===== config.mk =====
export PLATFORM = sky130hd
export DESIGN_NAME = lae_row_cell
export DESIGN_NICKNAME = d
export VERILOG_FILES = /design/src/design/lae_row_cell.sv
export SDC_FILE = /design/constraint.sdc
export NUM_CORES = 1
export LEC_CHECK = 0
export BUFFER_PORTS_ARGS = -buffer_cell sky130_fd_sc_hd__buf_2
export CAP_MARGIN = 20
export CORE_MARGIN = 2
export CORE_UTILIZATION = 40
export CTS_CLUSTER_SIZE = 10
export DETAILED_ROUTE_END_ITERATION = 7
export PLACE_DENSITY = 0.83
export SLEW_MARGIN = 20
export SYNTH_ARGS = -nofsm -noshare
export SYNTH_HDL_FRONTEND = slang
export SYNTH_SLANG_ARGS = --single-unit

===== constraint.sdc =====
create_clock -name clk -period 0.8 [get_ports clk]
set_clock_uncertainty 0.1 [all_clocks]
set_input_delay 0.08 -clock clk [delete_from_list [all_inputs] [get_ports clk]]
set_output_delay 0.08 -clock clk [all_outputs]
set_load 0.1 [all_outputs]

===== src/design/lae_row_cell.sv =====
// One row of the grid: a register stage of the circulating row chain.
module lae_row_cell #(
  parameter int MAX_COLS = 64
) (
  input  logic                clk,
  input  logic                rst_n,
  input  logic                shift_en,
  input  logic [MAX_COLS-1:0] row_in,
  output logic [MAX_COLS-1:0] row_out
);

  logic [MAX_COLS-1:0] row_r;
  logic [MAX_COLS-1:0] row_nxt;

  assign row_nxt = shift_en ? row_in : row_r;
  assign row_out = row_r;

  always_ff @(posedge clk) begin
    if (!rst_n) begin
      row_r <= '0;
    end else begin
      row_r <= row_nxt;
    end
  end

endmodule


---- Word-level counts from Yosys, hierarchy flattened ----
Cells that the tools add are included.
word-level totals
  input bits .............................. 67
  output and inout bits ................... 64
  word-level logic and storage cells ...... 1
  flip-flop bits (word level) ............. 64

---- Depth between registers and ports, before layout ----
  word-level depth ........................ 0
  depth in mapped cells ................... 4

---- Worst setup path before layout ----
OpenSTA, ideal clock, no wires.
  kind .................................... register to register
  from .................................... reg row_out[0] (netlist name)
  to ...................................... reg row_r[0] (netlist: row_out[0])
  path buffers ............................ 0
  cell stages (with the launch flop) ...... 3
  path slack .............................. -0.561 ns
  arrival time ............................ 1.194 ns
  setup time .............................. 0.067 ns
  cell sequence ........................... dfxtp_1 > mux2i_1 > nor2b_1
RTL lines
  what                  line  RTL
  end signal, assigned  22    row_r <= row_nxt;
  end, declared         12    logic [MAX_COLS-1:0] row_r;

---- Worst setup path in the final report ----
  from .................................... reg row_r[9] (netlist: row_out[9])
  to ...................................... out row_out[9]
RTL lines
  what           line  RTL
  end, declared  9     output logic [MAX_COLS-1:0] row_out
No word-level cell between the ends.

==> flow_metrics.py <==
metrics = {
    "detailed_routing": {
        "drtIter0Drc": 69,
        "ant_nets": 0,
        "vias": 2179,
        "first_pass_iters": 4,
        "wl_per_cell_um": 19.2,
        "routed_wl_um": 8590,
        "detail_route.drc_violations": 0,
        "vias_per_cell": 4.86,
    },
    "clocking": {
        "cts_buffers": 9,
        "htreeDepth": 3,
        "clk_latency_ns": 0.33,
        "clockRootBuffer": "clkbuf_8",
        "cts_tree": "built",
        "clk_path_buf_depth": 2,
        "cts.clk_slew.worst_paths_ns": 0.07,
        "clock_sinks": 64,
    },
    "floorplan": {
        "rows": 28,
        "die_y_um": 82.3,
        "core_area_um2": 5920,
        "die-area_um2": 6770,
        "die_w_um": 82.3,
        "start_util_pct": 41.4,
        "ioPinCount": 131,
    },
    "synthesis": {
        "yosys.area.top_type": "dfxtp_1",
        "ys_warn_count": 0,
        "synthArstFlopShare_pct": 0,
        "netlist_area_um2": 2450,
        "netlist-cell-type-count": 7,
        "synth_top_cell_area_share_pct": 52.3,
        "synth_seq_cells": 64,
        "synth-main-ff-cell": "dfxtp_1",
        "syn_avg_cell_area_um2": 11.9,
        "synth_common_cells": "64 x dfxtp_1, 64 x mux2i_1, 64 x nor2b_1, 6 x buf_8, 6 x clkbuf_1",
        "synth.area.top_cells": "dfxtp_1 52%, mux2i_1 26%, nor2b_1 16%",
        "seq_area_frac_synth_pct": 52.3,
        "syn_nets": 273,
        "synth_edf_count": 0,
        "syn_inst": 206,
    },
    "worst_setup_path": {
        "crit_type": "flip-flop to primary output",
        "start_kind": "flip-flop",
        "crit_family": "flip-flops",
        "worstPathMaxFanout": 2,
        "path_cells": "buf_12",
        "required_ns": 0.62,
        "cp_slowest_cell": "dfxtp_4",
        "max_stage_delay_ns": 0.38,
        "cp-end-kind": "primary output",
        "crit_buf_inv": 1,
        "worstPathArrival_ns": 0.90,
    },
    "sta": {
        "fin_hold_ws_ns": -0.0754,
        "fmax_mhz": 924,
        "fin_ws_ns": -0.282,
        "period_needed_ns": 1.08,
        "slew_viol_final": 0,
        "rsz0062_at_grt": "true",
        "setup_violations": 79,
        "period_share_pct": 135,
        "worst_pin_slew_ns": 0.336,
        "slew_headroom_pct": 77.0,
        "hold_viol_final": 11,
    },
    "power": {
        "peakVddDrop_mv": 1.23,
        "p_leak_uw": 0.00226,
        "totalPowerFinal_uw": 9260,
        "cellPowerDensity_nw_per_um2": 1830,
    },
    "layout": {
        "fillers": 274,
        "nets": 435,
        "num_antenna_cells": 0,
        "utilization_pct": 85.5,
        "drive_above_1_share_pct": 53.4,
        "largest_reg_flops": 64,
        "syn2layout_area_growth_pct": 107,
    },
    "placed_design": {
        "dp_hpwl_um": 4790,
        "portBuffers": 130,
        "gp_congestion": 0.699,
    },
    "global_routing": {
        "antenna_found_initial": 0,
        "grt_max_degree": 34,
        "grt_pass1_wl_um": 11900,
        "grt_usage_pct": 24.6,
        "grt_remaining_overflow": 0,
        "grt_pass1_vias": 2365,
    },
    "run": {
        "cap_violations": 0,
    },
    "status": {
        "status": "complete, but fails checks",
        "violations": "hold timing, setup timing",
    },
    "min_path": {
        "hold_class": "input pin to flip-flop",
    },
}
[cell families (layout without fill, tap and decap cells)]
family                 count (synthesis)  count (layout)  share of synthesized area (%)
buffers and inverters                 14             181                           5.26
and+or+nand+nor                       64              64                           16.3
DFF                                   64              64                           52.3
muxes                                 64              64                           26.1
[what timing repair did]
action,4_1_cts,5_1_grt
buffers inserted,1,5
setup endpoints to repair,64,120
hold buffers,49,1
gates resized for setup,1,31
pin swaps,0,0
endpoints found under the hold margin,64,15
cloned,0,0
[area by class of cell]
type | count | area (µm²) | area share [%]
Multi-Input combinational cell | 128 | 1090 | 21.6
Clock buffer | 10 | 128 | 2.52
Sequential cell | 64 | 1520 | 30.0
Timing Repair Buffer | 165 | 2180 | 43.0
Tap cell | 75 | 93.8 | 1.85
Clock inverter | 6 | 50.0 | 0.988
[stage by stage]
stage               instance area (µm²)  setup WS (ns)  setup TNS, ns  hold slack [ns]  cells
finish                             5060         -0.282         -16.89          -0.0754    448
global route                       5060         -0.303         -19.14          -0.0606    448
CTS                                5060         -0.271         -16.57          -0.0863    471
detailed placement                 4380         -0.174          -7.85            0.246    405
global placement                   4380         -0.125          -5.84            0.233    405
floorplan                          2690        -0.0890          -5.70            0.148    206
[final timing paths]
kind / slack (ns) / end / depth (start not counted) / startpoint
hold / removal: -0.08 / row_out[29]$_SDFFE_PN0P_ / 3 / row_in[29]
hold reg to reg: 0.45 / row_out[45]$_SDFFE_PN0P_ / 2 / row_out[45]$_SDFFE_PN0P_
setup reg to reg: -0.17 / row_out[9]$_SDFFE_PN0P_ / 2 / row_out[9]$_SDFFE_PN0P_
setup / recovery: -0.28 / row_out[9] / 1 / row_out[9]$_SDFFE_PN0P_
[routing by layer]
layer | vias up | global-route usage, % | part of all wire [%]
li1 | 1008 | - | -
met1 | 1034 | 23.5 | 36
met2 | 109 | 46.0 | 53
met3 | 28 | 8.26 | 7.2
met4 | 0 | 12.8 | 4.0
met5 | - | 0 | 0
[placed cells by master (no fill, tap or decap)]
cell type,n
buf_12,68
buf_2,37
buf_4,5
buf_6,5
bufinv_16,1
clkbuf_1,1
clkbuf_8,9
clkinv_1,4
clkinv_2,1
dfxtp_4,64
dlygate4sd3_1,35
dlymetal6s4s_1,15
mux2i_1,55
mux2i_2,7
mux2i_4,2
nor2b_1,64
[report_power, final]
part           switching, µW  leakage, µW  internal, µW  total [µW]
Combinational           1840      0.00160          1290        3130
Sequential               223     0.000571          3310        3530
Clock                   1210    0.0000902          1390        2600
Total                   3270      0.00226          5990        9260
Power figures use the tool's default switching activity.
