$ cat src/design/lae_pkg.sv
// Shared types and constants for the life automaton engine.
package lae_pkg;

  localparam int OPCODE_W   = 2;
  localparam int COORD_W    = 6;
  localparam int CFG_IDX_W  = 8;
  localparam int CFG_DATA_W = 7;
  localparam int IN_DATA_W  = 16;
  localparam int OUT_DATA_W = 8;
  localparam int COUNT_W    = 4;

  localparam logic [COUNT_W-1:0] BIRTH_COUNT = 4'd3;
  localparam logic [COUNT_W-1:0] KEEP_COUNT  = 4'd2;

  localparam logic [CFG_IDX_W-1:0] REG_GRID_WIDTH  = 8'd0;
  localparam logic [CFG_IDX_W-1:0] REG_GRID_HEIGHT = 8'd1;

  localparam logic [CFG_DATA_W-1:0] GRID_DIM_RESET = 7'd64;

  typedef enum logic [OPCODE_W-1:0] {
    OP_SET     = 2'd0,
    OP_TOGGLE  = 2'd1,
    OP_ADVANCE = 2'd2,
    OP_READ    = 2'd3
  } lae_op_t;

  // Which neighbouring rows of the window lie inside the active area.
  typedef struct packed {
    logic above_ok;
    logic below_ok;
  } lae_win_ctl_t;

endpackage

$ cat src/design/lae_row_rule.sv
// B3/S23 update of one row from a three-row window.
module lae_row_rule #(
  parameter int MAX_COLS = 64
) (
  input  lae_pkg::lae_win_ctl_t ctl,
  input  logic [MAX_COLS-1:0]   above,
  input  logic [MAX_COLS-1:0]   cur,
  input  logic [MAX_COLS-1:0]   below,
  input  logic [MAX_COLS-1:0]   col_mask,
  output logic [MAX_COLS-1:0]   next_row
);
  import lae_pkg::*;

  logic [MAX_COLS-1:0] a_m, c_m, b_m;

  assign a_m = ctl.above_ok ? (above & col_mask) : '0;
  assign c_m = cur & col_mask;
  assign b_m = ctl.below_ok ? (below & col_mask) : '0;

  always_comb begin
    logic [COUNT_W-1:0] n;
    logic               born;
    next_row = cur;
    for (int c = 0; c < MAX_COLS; c++) begin
      n = COUNT_W'(a_m[c]) + COUNT_W'(b_m[c]);
      if (c > 0) begin
        n = n + COUNT_W'(a_m[c-1]) + COUNT_W'(c_m[c-1]) + COUNT_W'(b_m[c-1]);
      end
      if (c < MAX_COLS - 1) begin
        n = n + COUNT_W'(a_m[c+1]) + COUNT_W'(c_m[c+1]) + COUNT_W'(b_m[c+1]);
      end
      born = (n == BIRTH_COUNT) || ((n == KEEP_COUNT) && cur[c]);
      // columns outside the active area keep what they hold
      next_row[c] = col_mask[c] ? born : cur[c];
    end
  end

endmodule

$ cat config.mk
export PLATFORM = sky130hd
export DESIGN_NAME = lae_row_rule
export DESIGN_NICKNAME = d
export VERILOG_FILES = /design/src/design/lae_pkg.sv /design/src/design/lae_row_rule.sv
export SDC_FILE = /design/constraint.sdc
export NUM_CORES = 1
export LEC_CHECK = 0
export BUFFER_PORTS_ARGS = -buffer_cell sky130_fd_sc_hd__buf_2
export CORE_MARGIN = 3
export CORE_UTILIZATION = 50
export DETAILED_ROUTE_END_ITERATION = 12
export PLACE_DENSITY = 0.85
export SYNTH_ARGS = -nofsm -noshare
export SYNTH_HDL_FRONTEND = slang
export SYNTH_SLANG_ARGS = --single-unit
$ cat constraint.sdc
create_clock -name vclk -period 13.38
set_input_delay 2.007 -clock vclk [all_inputs]
set_output_delay 2.007 -clock vclk [all_outputs]
set_load 0.02 [all_outputs]
Word-level counts from Yosys, hierarchy flattened
Index checks and enable logic that the tools add are counted.
- flip-flop bits (word level): 0
- input port bits: 258
- output and inout port bits: 64
- equality and inequality tests: 128
- add/sub/neg operators: 442
- reductions and logical operators: 128
- multiplexer cells: 66
- bitwise gates (word level): 3
- operators with widths (operator ; count):
    4-bit by 1-bit adder with 4-bit output ; 250
    4-bit by 2-bit equality test with 1-bit output, second input constant ; 128
    3-bit by 1-bit adder with 4-bit output ; 64
    2-bit by 1-bit adder with 3-bit output ; 64
    64-bit bitwise AND ; 3
    1-bit by 1-bit adder with 2-bit output ; 64
    64-bit two-way mux ; 2
    1-bit logical AND ; 64
    1-bit logical OR ; 64
    1-bit two-way mux ; 64

Depth between registers and ports, before layout
- word-level depth: 13
- gate-level depth with buffers: 12
- mapped depth without buffers: 11

Worst setup path after synthesis
Ideal clock, no wire load.
- kind: input port to output port
- from: in ctl[1] in the netlist's numbering
- to: out next_row[2]
- path slack: 6.010 ns
- stages: 11
- data arrival time: 5.363 ns
- data required time: 11.373 ns
- cell sequence: clkbuf_2 and3_2 inv_1 fa_1 fa_1 inv_1 fa_1 ha_1 fa_1 or3b_1 a31oi_1
- word-level cells in the longest chain between the ends: 12
- elaborated cells on any way between the ends: 13
- classes of those cells: 7 x add/sub; 2 x eq/ne; 2 x mux; 2 x reduce/logical
- ends and longest elaborated chain (element ; line ; source):
    start, declared ; lae_row_rule.sv:5 ; input lae_pkg::lae_win_ctl_t ctl,
    64-bit two-way mux (*) ; lae_row_rule.sv:16 ; assign a_m = ctl.above_ok ? (above & col_mask) : '0;
    1-bit by 1-bit adder with 2-bit output ; lae_row_rule.sv:25 ; n = COUNT_W'(a_m[c]) + COUNT_W'(b_m[c]);
    2-bit by 1-bit adder with 3-bit output ; lae_row_rule.sv:27 ; n = n + COUNT_W'(a_m[c-1]) + COUNT_W'(c_m[c-1]) + COUNT_W'(b_m[c-1]);
    3-bit by 1-bit adder with 4-bit output ; lae_row_rule.sv:27 ;
    4-bit by 1-bit adder with 4-bit output ; lae_row_rule.sv:27 ;
    4-bit by 1-bit adder with 4-bit output (*) (3 in series) ; lae_row_rule.sv:30 ; n = n + COUNT_W'(a_m[c+1]) + COUNT_W'(c_m[c+1]) + COUNT_W'(b_m[c+1]);
    4-bit by 2-bit equality test with 1-bit output ; lae_row_rule.sv:32 ; born = (n == BIRTH_COUNT) || ((n == KEEP_COUNT) && cur[c]);
    1-bit logical AND ; lae_row_rule.sv:32 ;
    1-bit logical OR (*) ; lae_row_rule.sv:32 ;
    1-bit two-way mux (*) ; lae_row_rule.sv:34 ; next_row[c] = col_mask[c] ? born : cur[c];
    end, declared ; lae_row_rule.sv:10 ; output logic [MAX_COLS-1:0] next_row
Mark *: on every way between the ends. The rest lies on a longest branch, timed or not.

Worst setup path in the final report
- from: in ctl[1] in the netlist's numbering
- to: out next_row[5]
Same word-level chain as after synthesis.

==> flow_summary_export.csv <==
group,metric,value,unit
route,dr.pass1.iters,4,
sta,fin_ws,5.14,ns
floorplan,coreArea,23600,sq um
clocking,cts_resized,0,
global_route,antenna_found_initial,7,
final_layout,area_growth,16.4,%
global_route,grt_pass1_wl,51200,microns
setup_path,critPathArrivalTime,6.24,ns
floorplan,die_area,26100,sq um
sta,fmax,121,MHz
global_route,grt_max_degree,65,
global_route,grt_pass1_vias,11700,
sta,setup_viol,0,
power,power_density,42.8,nW/um^2
power,p_seq_share,0,%
placement,gp_congestion,0.886,
status,outcome,"completed",
route,routed_wl,29900,microns
sta,min_period_over_period,61.6,%
floorplan,top_level_ports,322,
global_route,grt_overflow_total,0,
sta,min_period,8.24,ns
power,clkPwrFrac,0,%
setup_path,cp_slowest_cell,"buf_4",
floorplan,die_x,161,microns
power,switching_power,350,uW
logic_synthesis,synth_warnings,0,
setup_path,cp-start-kind,"primary input",
route,wire_per_inst,14.9,microns
power,p_leak,8.90,nW
final_layout,layout_commonest_cell,"inv_1",
min_path,hp-class,"in2out",
power,vdd_drop_max,0.0273,mV
logic_synthesis,syn_inst,1366,
final_layout,regArea,0,sq um
floorplan,floorplan.initialDensity,51.2,%
route,vias,10700,
sta,hold_viol_final,0,
floorplan,rows,56,
final_layout,final_nets,2377,
sta,rsz0062_at_grt,"false",
sta,slew_violations,0,
clocking,postCtsSetupBuffers,0,
power,p_sw_share,58.1,%
setup_path,cp_cell_sequence,"buf_2, buf_4, and3_1, inv_1, fa_1, fa_1, fa_1, inv_1, ha_1, fa_1, or3b_1, a31oi_1, buf_2",
route,avgViaCountPerCell,5.34,
final_layout,utilization,59.5,%
placement,place_hpwl,27200,microns
logic_synthesis,syn-num-nets,2064,
route,drtIter0Drc,537,
placement,io_buffers,322,
floorplan,die_y,161,microns
setup_path,path_class,"in2out",
final_layout,seq_cell_count,0,
placement,pre_cts_ws,5.23,ns
setup_path,max_stage_delay,0.56,ns
logic_synthesis,synth_area,12100,sq um
setup_path,endpoint_kind,"output port",
setup_path,path_max_fanout,64,
route,ant_nets,0,
setup_path,cp.required,11.37,ns
power,p_int,252,uW
min_path,hp-start,"col_mask[0]",
sta,finalSetupTns,0,ns
final_layout,drive_gt1_share,20.2,%
power,pwr-share-comb,100.0,%
logic_synthesis,avgSynthCellArea,8.84,sq um
sta,max_slew_margin,44.6,%
final_layout,final_cell_mix,"inv_1, buf_2, fa_1, ha_1, nand2_1",
sta,hold-worst-slack,4.34,ns
route,drc,0,
setup_path,path_common_cell,"fa_1",
job,max_cap_viol_count,0,
logic_synthesis,synth_cell_types,18,
final_layout,nClkBuffers,0,
clocking,postCtsHoldBufs,0,
sta,worst_slew_pin_slew,0.830,ns
global_route,grt_usage,23.0,%
logic_synthesis,ys_seq_area_share,0,%
setup_path,crit_start,"ctl[1]",
==> cell type report <==
class,count,area (sq um)
Antenna cell,6,15.0
Inverter,371,1390
Fill cell,2098,9560
Multi-Input combinational cell,982,10600
Tap cell,319,399
Timing Repair Buffer,324,1630
==> synthesized netlist by cell type, drive strengths merged <==
cell type,count,share of area [%]
nand2b,2,0.10
a31oi,62,3.2
nor2,34,1.1
buf,11,0.46
a21o,62,3.9
nand3,63,2.6
or3b,28,2.0
clkbuf,2,0.083
a21oi,66,2.7
nand4b,62,4.5
nand2,95,3.0
fa,252,42
and3,65,3.5
inv,371,12
and2,3,0.16
ha,188,19
==> kinds of logic after synthesis <==
logic type,Yosys count,share of synthesized area (%)
buf+inv,384,12.1
simple gates,352,16.9
compound gates,190,9.80
fa+ha+maj,440,61.2
==> through the flow <==
step / area [sq um] / total power [mW] / std cells
floorplan: 12100 / 0.415 / 1366
global placement: 14000 / 0.569 / 1996
detailed placement: 14000 / 0.601 / 1996
CTS: 14000 / 0.607 / 1996
global route: 14100 / 0.693 / 2001
finish: 14100 / 0.602 / 2002
==> power groups by stage <==
stage	clock network [mW]	logic, mW	registers, mW
2_1_floorplan	0	0.415	0
3_3_place_gp	0	0.569	0
3_5_place_dp	0	0.601	0
4_1_cts	0	0.607	0
5_1_grt	0.0000000501	0.693	0
6_report	0.0000000602	0.602	0
==> final timing paths <==
kind,cells after the start,endpoint,slack (ns)
max,13,next_row[5],5.14
min,3,next_row[0],4.34
==> worst max-delay path: cells and delay by family <==
| kind | cells | cell delay (ns) |
|---|---|---|
| buffers and inverters | 5 | 1.00 |
| AOI/OAI and AO/OA | 1 | 0.28 |
| and+or+nand+nor | 2 | 0.66 |
| adders and majority gates | 5 | 2.26 |
==> layer usage <==
| metal | vias to the layer above | global-route usage [%] | wire, microns |
|---|---|---|---|
| li1 | 5099 | - | - |
| met1 | 5192 | 28.5 | 11900 |
| met2 | 323 | 42.5 | 15600 |
| met3 | 80 | 2.13 | 1490 |
| met4 | 4 | 6.69 | 904 |
| met5 | - | 0 | 20 |
Note: power is estimated with default switching activity, not from simulation.
